<file path="config.mk">
export PLATFORM = sky130hd
export DESIGN_NAME = roi_color_class_detector_top
export DESIGN_NICKNAME = d
export VERILOG_FILES = /design/src/design/rccd_pkg.sv /design/src/design/roi_color_class_detector_top.sv
export SDC_FILE = /design/constraint.sdc
export NUM_CORES = 1
export LEC_CHECK = 0
export ABC_AREA = 1
export BUFFER_PORTS_ARGS = -buffer_cell sky130_fd_sc_hd__buf_2
export CAP_MARGIN = 10
export CORE_MARGIN = 10
export CORE_UTILIZATION = 60
export DETAILED_ROUTE_END_ITERATION = 12
export GPL_TIMING_DRIVEN = 0
export PLACE_DENSITY = 0.74
export SETUP_SLACK_MARGIN = 0.3
export SLEW_MARGIN = 10
export SYNTH_ARGS = -nofsm -noshare
export SYNTH_HDL_FRONTEND = slang
export SYNTH_SLANG_ARGS = --single-unit
</file>
<file path="constraint.sdc">
create_clock -name clk -period 7.35 [get_ports clk]
set_input_delay 1.8375 -clock clk [delete_from_list [all_inputs] [get_ports clk]]
set_output_delay 1.8375 -clock clk [all_outputs]
set_load 0.01 [all_outputs]
</file>
<file path="src/design/rccd_pkg.sv">
// shared types and constants for the roi colour class detector
// pixel and result request formats, register indexes, colour box limits
// no dependencies
package rccd_pkg;

  localparam int NumClasses = 6;

  // class positions within the counter and limit arrays
  localparam int ClsRed    = 0;
  localparam int ClsOrange = 1;
  localparam int ClsWhite  = 2;
  localparam int ClsGreen  = 3;
  localparam int ClsBanana = 4;
  localparam int ClsKiwi   = 5;

  localparam int CfgIndexW = 4;
  localparam int CfgDataW  = 12;
  localparam int LimitW    = 12;

  // configuration register indexes
  localparam logic [CfgIndexW-1:0] REG_WINDOW_LEFT  = 4'd0;
  localparam logic [CfgIndexW-1:0] REG_WINDOW_TOP   = 4'd1;
  localparam logic [CfgIndexW-1:0] REG_RED_LIMIT    = 4'd2;
  localparam logic [CfgIndexW-1:0] REG_ORANGE_LIMIT = 4'd3;
  localparam logic [CfgIndexW-1:0] REG_WHITE_LIMIT  = 4'd4;
  localparam logic [CfgIndexW-1:0] REG_GREEN_LIMIT  = 4'd5;
  localparam logic [CfgIndexW-1:0] REG_BANANA_LIMIT = 4'd6;
  localparam logic [CfgIndexW-1:0] REG_KIWI_LIMIT   = 4'd7;

  localparam logic [8:0] WINDOW_LEFT_RESET = 9'd150;
  localparam logic [7:0] WINDOW_TOP_RESET  = 8'd110;
  localparam logic [LimitW-1:0] LIMIT_RESET [NumClasses] =
    '{12'd400, 12'd400, 12'd3000, 12'd250, 12'd250, 12'd400};

  // colour box bounds, all compared strictly
  localparam logic [7:0] RED_B_MAX    = 8'd120;
  localparam logic [7:0] RED_G_MAX    = 8'd70;
  localparam logic [7:0] RED_R_MIN    = 8'd210;
  localparam logic [7:0] ORANGE_B_MAX = 8'd80;
  localparam logic [7:0] ORANGE_G_MIN = 8'd100;
  localparam logic [7:0] ORANGE_R_MIN = 8'd160;
  localparam logic [7:0] WHITE_MIN    = 8'd235;
  localparam logic [7:0] GREEN_B_MAX  = 8'd70;
  localparam logic [7:0] GREEN_G_MIN  = 8'd80;
  localparam logic [7:0] GREEN_R_MAX  = 8'd70;
  localparam logic [7:0] BANANA_B_MIN = 8'd45;
  localparam logic [7:0] BANANA_B_MAX = 8'd90;
  localparam logic [7:0] BANANA_G_MIN = 8'd75;
  localparam logic [7:0] BANANA_G_MAX = 8'd115;
  localparam logic [7:0] BANANA_R_MIN = 8'd100;
  localparam logic [7:0] BANANA_R_MAX = 8'd150;
  localparam logic [7:0] KIWI_B_MAX   = 8'd110;
  localparam logic [7:0] KIWI_G_MIN   = 8'd150;
  localparam logic [7:0] KIWI_R_MIN   = 8'd150;
  localparam logic [7:0] KIWI_R_MAX   = 8'd200;

  typedef struct packed {
    logic [7:0] blue;
    logic [7:0] green;
    logic [7:0] red;
    logic [8:0] col;
    logic [7:0] row;
    logic       frame_end;
  } pixel_t;

  typedef struct packed {
    logic [2:0] detected_class;
    logic [5:0] triggered_mask;
  } result_t;

  // one bit per colour box that contains the pixel
  function automatic logic [NumClasses-1:0] box_hits(input logic [7:0] b,
                                                      input logic [7:0] g,
                                                      input logic [7:0] r);
    logic [NumClasses-1:0] m;
    m = '0;
    m[ClsRed]    = (b < RED_B_MAX) && (g < RED_G_MAX) && (r > RED_R_MIN);
    m[ClsOrange] = (b < ORANGE_B_MAX) && (g > ORANGE_G_MIN) && (r > ORANGE_R_MIN);
    m[ClsWhite]  = (b > WHITE_MIN) && (g > WHITE_MIN) && (r > WHITE_MIN);
    m[ClsGreen]  = (b < GREEN_B_MAX) && (g > GREEN_G_MIN) && (r < GREEN_R_MAX);
    m[ClsBanana] = (b > BANANA_B_MIN) && (b < BANANA_B_MAX) &&
                   (g > BANANA_G_MIN) && (g < BANANA_G_MAX) &&
                   (r > BANANA_R_MIN) && (r < BANANA_R_MAX);
    m[ClsKiwi]   = (b < KIWI_B_MAX) && (g > KIWI_G_MIN) &&
                   (r > KIWI_R_MIN) && (r < KIWI_R_MAX);
    return m;
  endfunction

endpackage

</file>
<file path="src/design/roi_color_class_detector_top.sv">
// top level of the roi colour class detector
// pixel register, colour box test, class counters and result register
// depends on rccd_pkg
//
// usage:
//   pixel channel: one pixel request (colour, column, row, frame_end) per
//   cycle on pixel_valid / pixel_stall; taken when valid is high and stall low
//   result channel: one result request per frame, issued for the pixel that
//   carries frame_end, on result_valid / result_stall
//   config channel: cfg_valid / cfg_ready with cfg_index and cfg_data;
//   cfg_ready is always high; the user must write only while the block is idle
//   and the block does not enforce it; results pass both pipeline registers
//   throughput: one pixel per cycle; the only stall comes from a frame_end
//   pixel waiting in the pixel register while the result register is full
//   and its receiver stalls
//   reset: synchronous, active high; counters clear to zero, window and
//   limits take their reset values, both pipeline registers empty
//   when the receiver stalls the result is held; ordinary pixels keep
//   flowing and only the next frame_end pixel waits
module roi_color_class_detector_top #(
  parameter int WINDOW_SIZE = 20,
  parameter int COUNT_BITS  = 13
) (
  input  logic                               clk,
  input  logic                               rst,
  input  logic                               pixel_valid,
  output logic                               pixel_stall,
  input  rccd_pkg::pixel_t                   pixel,
  output logic                               result_valid,
  input  logic                               result_stall,
  output rccd_pkg::result_t                  result,
  input  logic                               cfg_valid,
  output logic                               cfg_ready,
  input  logic [rccd_pkg::CfgIndexW-1:0]     cfg_index,
  input  logic [rccd_pkg::CfgDataW-1:0]      cfg_data
);

  // widths of the window end bounds, wide enough that they never wrap
  localparam int ColEndW = $clog2(512 + WINDOW_SIZE);
  localparam int RowEndW = $clog2(256 + WINDOW_SIZE);
  // compare width for count against limit
  localparam int CmpW = (COUNT_BITS > rccd_pkg::LimitW) ? COUNT_BITS : rccd_pkg::LimitW;

  // configuration
  logic [8:0]                  window_left;
  logic [7:0]                  window_top;
  logic [rccd_pkg::LimitW-1:0] limits [rccd_pkg::NumClasses];

  // class counters
  logic [COUNT_BITS-1:0]       counts      [rccd_pkg::NumClasses];
  logic [COUNT_BITS-1:0]       counts_next [rccd_pkg::NumClasses];

  // pixel register
  logic                        pix_valid;
  rccd_pkg::pixel_t            pix;

  // combinational results for the registered pixel
  logic                        in_window;
  logic [rccd_pkg::NumClasses-1:0] hits;
  logic [rccd_pkg::NumClasses-1:0] trig_mask;
  logic [2:0]                  trig_class;
  logic                        pix_advance;
  logic                        pix_fire;
  logic                        emit;
  logic [ColEndW-1:0]          col_end;
  logic [RowEndW-1:0]          row_end;

  assign cfg_ready = 1'b1;

  // config writes, index beyond the list ignored
  always_ff @(posedge clk) begin
    if (rst) begin
      window_left <= rccd_pkg::WINDOW_LEFT_RESET;
      window_top  <= rccd_pkg::WINDOW_TOP_RESET;
      for (int k = 0; k < rccd_pkg::NumClasses; k++) begin
        limits[k] <= rccd_pkg::LIMIT_RESET[k];
      end
    end else if (cfg_valid && cfg_ready) begin
      case (cfg_index)
        rccd_pkg::REG_WINDOW_LEFT:  window_left <= cfg_data[8:0];
        rccd_pkg::REG_WINDOW_TOP:   window_top  <= cfg_data[7:0];
        rccd_pkg::REG_RED_LIMIT:    limits[rccd_pkg::ClsRed]    <= cfg_data;
        rccd_pkg::REG_ORANGE_LIMIT: limits[rccd_pkg::ClsOrange] <= cfg_data;
        rccd_pkg::REG_WHITE_LIMIT:  limits[rccd_pkg::ClsWhite]  <= cfg_data;
        rccd_pkg::REG_GREEN_LIMIT:  limits[rccd_pkg::ClsGreen]  <= cfg_data;
        rccd_pkg::REG_BANANA_LIMIT: limits[rccd_pkg::ClsBanana] <= cfg_data;
        rccd_pkg::REG_KIWI_LIMIT:   limits[rccd_pkg::ClsKiwi]   <= cfg_data;
        default: ;
      endcase
    end
  end

  // a frame_end pixel may only leave once the result register has room
  assign pix_advance = !(pix.frame_end && result_valid && result_stall);
  assign pix_fire    = pix_valid && pix_advance;
  assign emit        = pix_fire && pix.frame_end;
  assign pixel_stall = pix_valid && !pix_advance;

  // pixel register, refilled whenever its content moves on
  always_ff @(posedge clk) begin
    if (rst) begin
      pix_valid <= 1'b0;
    end else if (!pixel_stall) begin
      pix_valid <= pixel_valid;
    end
  end

  always_ff @(posedge clk) begin
    if (!pixel_stall && pixel_valid) begin
      pix <= pixel;
    end
  end

  // window test, bounds widened so they never wrap
  assign col_end   = ColEndW'(window_left) + ColEndW'(WINDOW_SIZE);
  assign row_end   = RowEndW'(window_top) + RowEndW'(WINDOW_SIZE);
  assign in_window = (pix.col >= window_left) && (ColEndW'(pix.col) < col_end) &&
                     (pix.row >= window_top) && (RowEndW'(pix.row) < row_end);
  assign hits      = rccd_pkg::box_hits(pix.blue, pix.green, pix.red);

  // saturating count, then threshold test on the updated value
  always_comb begin
    trig_class = '0;
    trig_mask  = '0;
    for (int k = 0; k < rccd_pkg::NumClasses; k++) begin
      counts_next[k] = counts[k];
      if (in_window && hits[k] && (counts[k] != {COUNT_BITS{1'b1}})) begin
        counts_next[k] = counts[k] + 1'b1;
      end
      if (pix.frame_end && (CmpW'(counts_next[k]) > CmpW'(limits[k]))) begin
        trig_mask[k]   = 1'b1;
        trig_class     = 3'(k + 1);
        counts_next[k] = '0;
      end
    end
  end

  always_ff @(posedge clk) begin
    if (rst) begin
      for (int k = 0; k < rccd_pkg::NumClasses; k++) begin
        counts[k] <= '0;
      end
    end else if (pix_fire) begin
      counts <= counts_next;
    end
  end

  // result register
  always_ff @(posedge clk) begin
    if (rst) begin
      result_valid <= 1'b0;
    end else begin
      result_valid <= emit || (result_valid && result_stall);
    end
  end

  always_ff @(posedge clk) begin
    if (emit) begin
      result.detected_class <= trig_class;
      result.triggered_mask <= trig_mask;
    end
  end

  // stall only ever comes from a frame_end pixel blocked by a held result
  assert property (@(posedge clk) disable iff (rst)
    pixel_stall |-> (pix_valid && pix.frame_end && result_valid && result_stall))
    else $error("pixel stall without a blocked frame end");

  // a class is reported exactly when some class triggered
  assert property (@(posedge clk) disable iff (rst)
    result_valid |-> ((result.detected_class == 3'd0) == (result.triggered_mask == 6'd0)))
    else $error("detected class disagrees with trigger mask");

  // an ordinary pixel never creates a result
  assert property (@(posedge clk) disable iff (rst)
    (pix_fire && !pix.frame_end) |=> (result_valid == $past(result_valid && result_stall)))
    else $error("result raised without a frame end");

  // a triggered red class starts the next frame from zero
  assert property (@(posedge clk) disable iff (rst)
    (emit && trig_mask[rccd_pkg::ClsRed]) |=> (counts[rccd_pkg::ClsRed] == '0))
    else $error("red counter not cleared after trigger");

endmodule

</file>
* Word level (Yosys, flattened, before mapping) *
Memory sizes are Yosys's and may differ from the RTL's.
Cells that the tools add are included.

word-level totals
  flip-flop bits (word level) = 148
  latch bits = 0
  RAM bits = 72
  ROM bits = 0
  input bits = 63
  output and inout bits = 12
  word-level logic and storage cells = 185
  memories kept = 1

memories
  name    words  bits a word  rd ports  clocked after memory_dff  write ports  line                                RTL
  limits  6      12           6         0                         6            roi_color_class_detector_top.sv:47  logic [rccd_pkg::LimitW-1:0] limits [rccd_pkg::NumClasses];

cells by class
  add/subtract/negate cells = 8
  multiply operators = 0
  divide/modulo/power cells = 0
  magnitude comparators = 32
  equal/unequal tests = 13
  shifts and indexed selects = 0
  muxes and demuxes = 55
  bitwise operators = 6
  reduce and logical (&&, ||, !) cells = 51

operators with widths
  cell                                                 number
  2-to-1 mux 13 bit                                    12
  adder 13 x 1 -> 13 bit (second input constant)       6
  > comparator 13 x 12 -> 1 bit                        6
  inequality test 13 bit (second input constant)       6
  2-to-1 mux 12 bit                                    6
  < comparator 8 x 7 -> 1 bit (second input constant)  8
  > comparator 8 bit (second input constant)           7
  logical AND 1 bit                                    44
  2-to-1 mux 1 bit                                     33
  > comparator 8 x 7 -> 1 bit (second input constant)  4
  == test 4 x 3 -> 1 bit (second input constant)       4
  < comparator 8 bit (second input constant)           2
  adder 9 x 5 -> 10 bit (second input constant)        1
  < comparator 9 x 10 -> 1 bit                         1
  adder 8 x 5 -> 9 bit (second input constant)         1
  >= comparator 9 bit                                  1
  < comparator 8 x 9 -> 1 bit                          1
  == test 4 x 2 -> 1 bit (second input constant)       2
  >= comparator 8 bit                                  1
  > comparator 8 x 6 -> 1 bit (second input constant)  1
  2-to-1 mux 3 bit                                     2
  OR 1 bit                                             6
  == test 4 x 1 -> 1 bit (second input constant)       1
  zero test 4 bit                                      1
  5 further kinds                                      8

* Logic depth before layout (Yosys ltp) *
  depth in word-level cells = 15
  gate-level depth with buffers = 36

* Least setup slack after synthesis *
Ideal clock, no wire load.

  kind = input to register
  start = in result_stall
  end = reg pix[0] (netlist bit), enable pin
  setup time = 0.439 ns
  arrival time = 3.749 ns
  required time = 6.911 ns
  setup slack = 3.161 ns
  stages = 3
  path through = nand3_1 -> nor2_1 -> nor2_1

on the way
  cells in the longest elaborated chain, start to end = 4

ends and longest elaborated chain
  item                  line                                 RTL
  from (decl)           roi_color_class_detector_top.sv:30   input logic result_stall,
  logical AND 1 bit     roi_color_class_detector_top.sv:94   assign pix_advance = !(pix.frame_end && result_valid && result_stall);
  logical AND 1 bit     roi_color_class_detector_top.sv:97   assign pixel_stall = pix_valid && !pix_advance;
  net pixel_stall       roi_color_class_detector_top.sv:27   output logic pixel_stall,
  zero test 1 bit       roi_color_class_detector_top.sv:109  if (!pixel_stall && pixel_valid) begin
  logical AND 1 bit     roi_color_class_detector_top.sv:109
  to (signal assigned)  roi_color_class_detector_top.sv:110  pix <= pixel;
  to (decl)             roi_color_class_detector_top.sv:55   rccd_pkg::pixel_t pix;

The timed path passes the listed nets, and every way through them passes these cells.
A chain may end at the register's enable or synchronous reset.

* Final worst setup path *
  start = reg window_top[2]
  end = reg counts[76] (netlist bit)

on the way
  cells in the longest elaborated chain, start to end = 9
  elaborated cells between the ends (all ways) = 11
  those cells by class = add/sub: 1; order compare: 3; mux: 2; reduce/logical: 5

ends and longest elaborated chain
  item                                                                     line                                                                      RTL
  from (decl)                                                              roi_color_class_detector_top.sv:46                                        logic [7:0] window_top;
  from (signal assigned)                                                   roi_color_class_detector_top.sv:74                                        window_top <= rccd_pkg::WINDOW_TOP_RESET;
  from (signal assigned)                                                   roi_color_class_detector_top.sv:81                                        rccd_pkg::REG_WINDOW_TOP: window_top <= cfg_data[7:0];
  adder 8 x 5 -> 9 bit / >= comparator 8 bit (equally long branches)       roi_color_class_detector_top.sv:116, roi_color_class_detector_top.sv:118
  < comparator 8 x 9 -> 1 bit / logical AND 1 bit (equally long branches)  roi_color_class_detector_top.sv:118, roi_color_class_detector_top.sv:117
  logical AND 1 bit *                                                      roi_color_class_detector_top.sv:118                                       (pix.row >= window_top) && (RowEndW'(pix.row) < row_end);
  logical AND 1 bit * (2 in a row)                                         roi_color_class_detector_top.sv:127                                       if (in_window && hits[k] && (counts[k] != {COUNT_BITS{1'b1}})) begin
  2-to-1 mux 13 bit *                                                      roi_color_class_detector_top.sv:127
  > comparator 13 x 12 -> 1 bit                                            roi_color_class_detector_top.sv:130                                       if (pix.frame_end && (CmpW'(counts_next[k]) > CmpW'(limits[k]))) begin
  logical AND 1 bit                                                        roi_color_class_detector_top.sv:130
  2-to-1 mux 13 bit *                                                      roi_color_class_detector_top.sv:130
  to (signal assigned)                                                     roi_color_class_detector_top.sv:144                                       counts <= counts_next;
  to (decl)                                                                roi_color_class_detector_top.sv:50                                        logic [COUNT_BITS-1:0] counts [rccd_pkg::NumClasses];

Every way passes the cells marked *; elsewhere a longest branch is shown, timed or not.

==> results by group <==
Logic synthesis
  – Synth Warn #: 0
  – Syn_area_per_cell: 7.70 µm²
  – Post-synthesis mux area share: 0
  – Post-Synthesis Cells: 1828
  – Synth unique cells: 50
  – Number of synthesized flops with an enable pin: 122
  – Largest family of logic cells by synthesized area: simple AND/OR/NAND/NOR gates
  – Post-synthesis xor/xnor area fraction: 0.0460
  – Post-Syn Nets: 2001
  – Mapped cell area: 14100 µm²
  – Sequential area share after synthesis: 0.398
  – Dominant synthesized flop cell: edfxtp_1
  – Asr flop ratio synth: 0
  – Simple-Gate Fraction of Synth Area: 0.264
  – Compound-gate portion of the synthesized area: 0.0905
  – Synth Area in Adders: 0.0977
  – Flops & latches, synth: 219

Clock tree
  – Worst-Skew Late Latency: 530 ps
  – Postcts setup bufs: 0
  – CTS root buffer: clkbuf_16
  – CTS Sinks: 219
  – PostCTS Resize Cnt: 0
  – Depth of the CTS H-tree: 1
  – CTS Buf Count: 25
  – Post-CTS Hold Buffers: 0
  – CTS tree: done
  – Clock-pin slew on the worst setup and hold paths: 60 ps
  – CTS max path bufs: 3

Power
  – Comb pwr share: 0.081
  – Switching share of total power: 0.238
  – Leakage power: 7.29 nW
  – Internal power: 2.23 mW
  – P per Cell Area: 186 nW/µm²
  – Sequential share of power: 0.464
  – Clock network power share: 0.454
  – Net Switching: 0.695 mW
  – Worst VDD drop: 0.206 mV
  – Total power: 2.92 mW

Global routing
  – Total gr overflow: 0
  – First-pass GRT wire length: 58000 µm
  – Met3 usage: 0.0274
  – Met2 Usage GRT: 0.397
  – Most Crowded Layer GR: met2
  – GR Layer Usage met1: 0.300
  – Number of global-route vias before repair: 11700
  – GRT Overall Usage: 0.232
  – Largest net degree at the start of global routing: 32
  – Initial antenna violation count: 0

Finish
  – Fill cells: 1982
  – # diodes: 0
  – # nets final: 2100
  – Commonest non-fill, non-tap cell in the layout: nand2_1
  – Commonest non-fill, non-tap cells in the layout: 395 x nand2_1, 303 x inv_1, 168 x nor2_1
  – Share of layout cells above drive strength 1: 0.102
  – Area grow syn2layout: 11.6%
  – Finished Layout Cells: 2258

Job
  – Number of max-cap violations: 0

Setup path
  – CP bufs+invs: 6
  – Worst path top cell family by delay: simple AND/OR/NAND/NOR gates
  – Setup crit start kind: flip-flop
  – Critical path peak fanout: 10
  – Worst R2R Start: window_top[2]$_SDFFE_PP1P_
  – Crit path top cell by count: nand2_1
  – CP max stage delay: 480 ps
  – CP Data Required Time: 7790 ps
  – Crit Path Category: reg2reg
  – Critical Path AT: 5610 ps
  – Worst setup path start: window_top[2]$_SDFFE_PP1P_
  – Crit. End Element: flip-flop
  – Critical-path top delay cell: nor2_1

Floorplan
  – I/O pin count: 75
  – Die Y: 173 µm
  – Die X: 173 µm
  – Initial Utilization: 0.616
  – Die area: 30000 µm²
  – Placement row count: 55
  – Core area: 22800 µm²

Timing
  – Max-slew violations: 0
  – Slew headroom: 0.401
  – RSZ-0062 raised after global routing: false
  – F_max: 194 MHz
  – Tcrit/Tclk final: 0.702
  – Final hold viol count: 0
  – Setup TNS: 0 ps
  – Final setup fails: 0
  – Worst-margin pin slew: 899 ps
  – Min Tclk post-route: 5160 ps
  – Worst Skew: 12.9 ps

Min path
  – Hold wc startpoint: window_top[1]$_SDFFE_PP1P_
  – Worst Hold Class: reg2reg

Placed design
  – Gpl congestion: 0.953
  – Port bufs: 71
  – Detail Placement HPWL: 26600 µm
  – Inst Count DP: 2213

Route
  – 1st-pass router iterations: 7
  – Post-Route WL: 36000 µm
  – Initial DRC Count: 1021
  – DRC: 0
  – Via count: 12300
  – Wirelength per Cell: 16.0 µm
  – DR vias/cell: 5.43
  – ANT nets after route: 0

Status
  – Status: finished clean
[tightest hold or removal path: cells and delay by family, from the launching register on]
| kind | cells | cell delay (ps) |
|---|---|---|
| flops | 1 | 330 |
| compound gates | 1 | 60 |
| simple gates | 1 | 50 |
[power groups by stage]
stage | Combinational, mW | Sequential [mW] | Clock (mW)
floorplan | 0.151 | 1.38 | 0
global placement | 0.226 | 1.38 | 0
detailed placement | 0.234 | 1.38 | 0
CTS | 0.236 | 1.36 | 1.34
global route | 0.267 | 1.36 | 1.39
finish | 0.237 | 1.36 | 1.33
[synthesized netlist by cell type (3+ instances only)]
master / instances / share of area
nand2_2: 5 / 0.0022
nor3_1: 45 / 0.016
a21oi_1: 135 / 0.048
o211ai_1: 7 / 0.0037
nor4_1: 8 / 0.0036
inv_1: 303 / 0.081
nand2_1: 395 / 0.11
and2_1: 17 / 0.0076
buf_6: 7 / 0.0056
nor2_2: 6 / 0.0027
buf_2: 13 / 0.0046
xor2_1: 72 / 0.045
dfxtp_1: 97 / 0.14
clkinv_1: 4 / 0.0011
o21ai_0: 24 / 0.0085
nor2_1: 169 / 0.045
ha_1: 110 / 0.098
nand3_4: 4 / 0.0050
buf_1: 5 / 0.0013
nand3_1: 140 / 0.050
nand4_1: 40 / 0.018
edfxtp_1: 122 / 0.26
a21o_1: 7 / 0.0037
a31oi_1: 3 / 0.0013
inv_2: 4 / 0.0011
clkbuf_1: 24 / 0.0064
a21oi_2: 31 / 0.019
[final cells by class]
class	count	area, µm²	area share
multi-input combinational	1246	7030	0.447
timing repair buffer	72	375	0.0239
inverter	311	1170	0.0743
tap	313	392	0.0249
sequential	219	5610	0.357
clock buffer	29	661	0.0420
buffer	52	288	0.0183
clock inverter	16	204	0.0130
[routing by layer]
metal,share of wire,vias up
li1,-,6161
met1,0.44,5686
met2,0.47,355
met3,0.056,64
met4,0.031,0
met5,0,-
[state kept, by name, indices dropped and copies added (netlist names)]
name          cells
window_top        8
result_valid      1
pix              41
limits           72
pix_valid         1
counts           78
window_left       9
result            9
[final timing paths]
path / slack [ps] / to / cells after the start
worst max register to register: 2190 / counts[76]$_SDFFE_PP0P_ / 32
worst min-delay path: 480 / window_top[1]$_SDFFE_PP1P_ / 2
worst min register to register: 480 / window_top[1]$_SDFFE_PP1P_ / 2
worst max-delay path: 2190 / counts[76]$_SDFFE_PP0P_ / 32
[cell families (layout without fill, tap and decap cells)]
group / after synthesis / in the layout
AND/OR/NAND/NOR: 844 / 844
flip-flops: 219 / 219
adder cells (fa/ha/maj): 110 / 110
AO/OA/AOI/OAI: 217 / 217
buffers and inverters: 363 / 480
XOR/XNOR: 74 / 74
other: 1 / 1
[stage by stage]
| step | hold WS [ps] | area, µm² | utilization | worst slack, ps |
|---|---|---|---|---|
| after detailed placement | 469 | 14900 | 0.650 | 2220 |
| after global routing | 500 | 15700 | 0.688 | 1770 |
| after CTS | 484 | 15700 | 0.688 | 2200 |
| after global placement | 463 | 14800 | 0.649 | 2310 |
| after floorplan | 445 | 14100 | - | 3160 |
| final | 480 | 15700 | 0.688 | 2190 |
No activity file was read; power rests on OpenSTA's default activity.
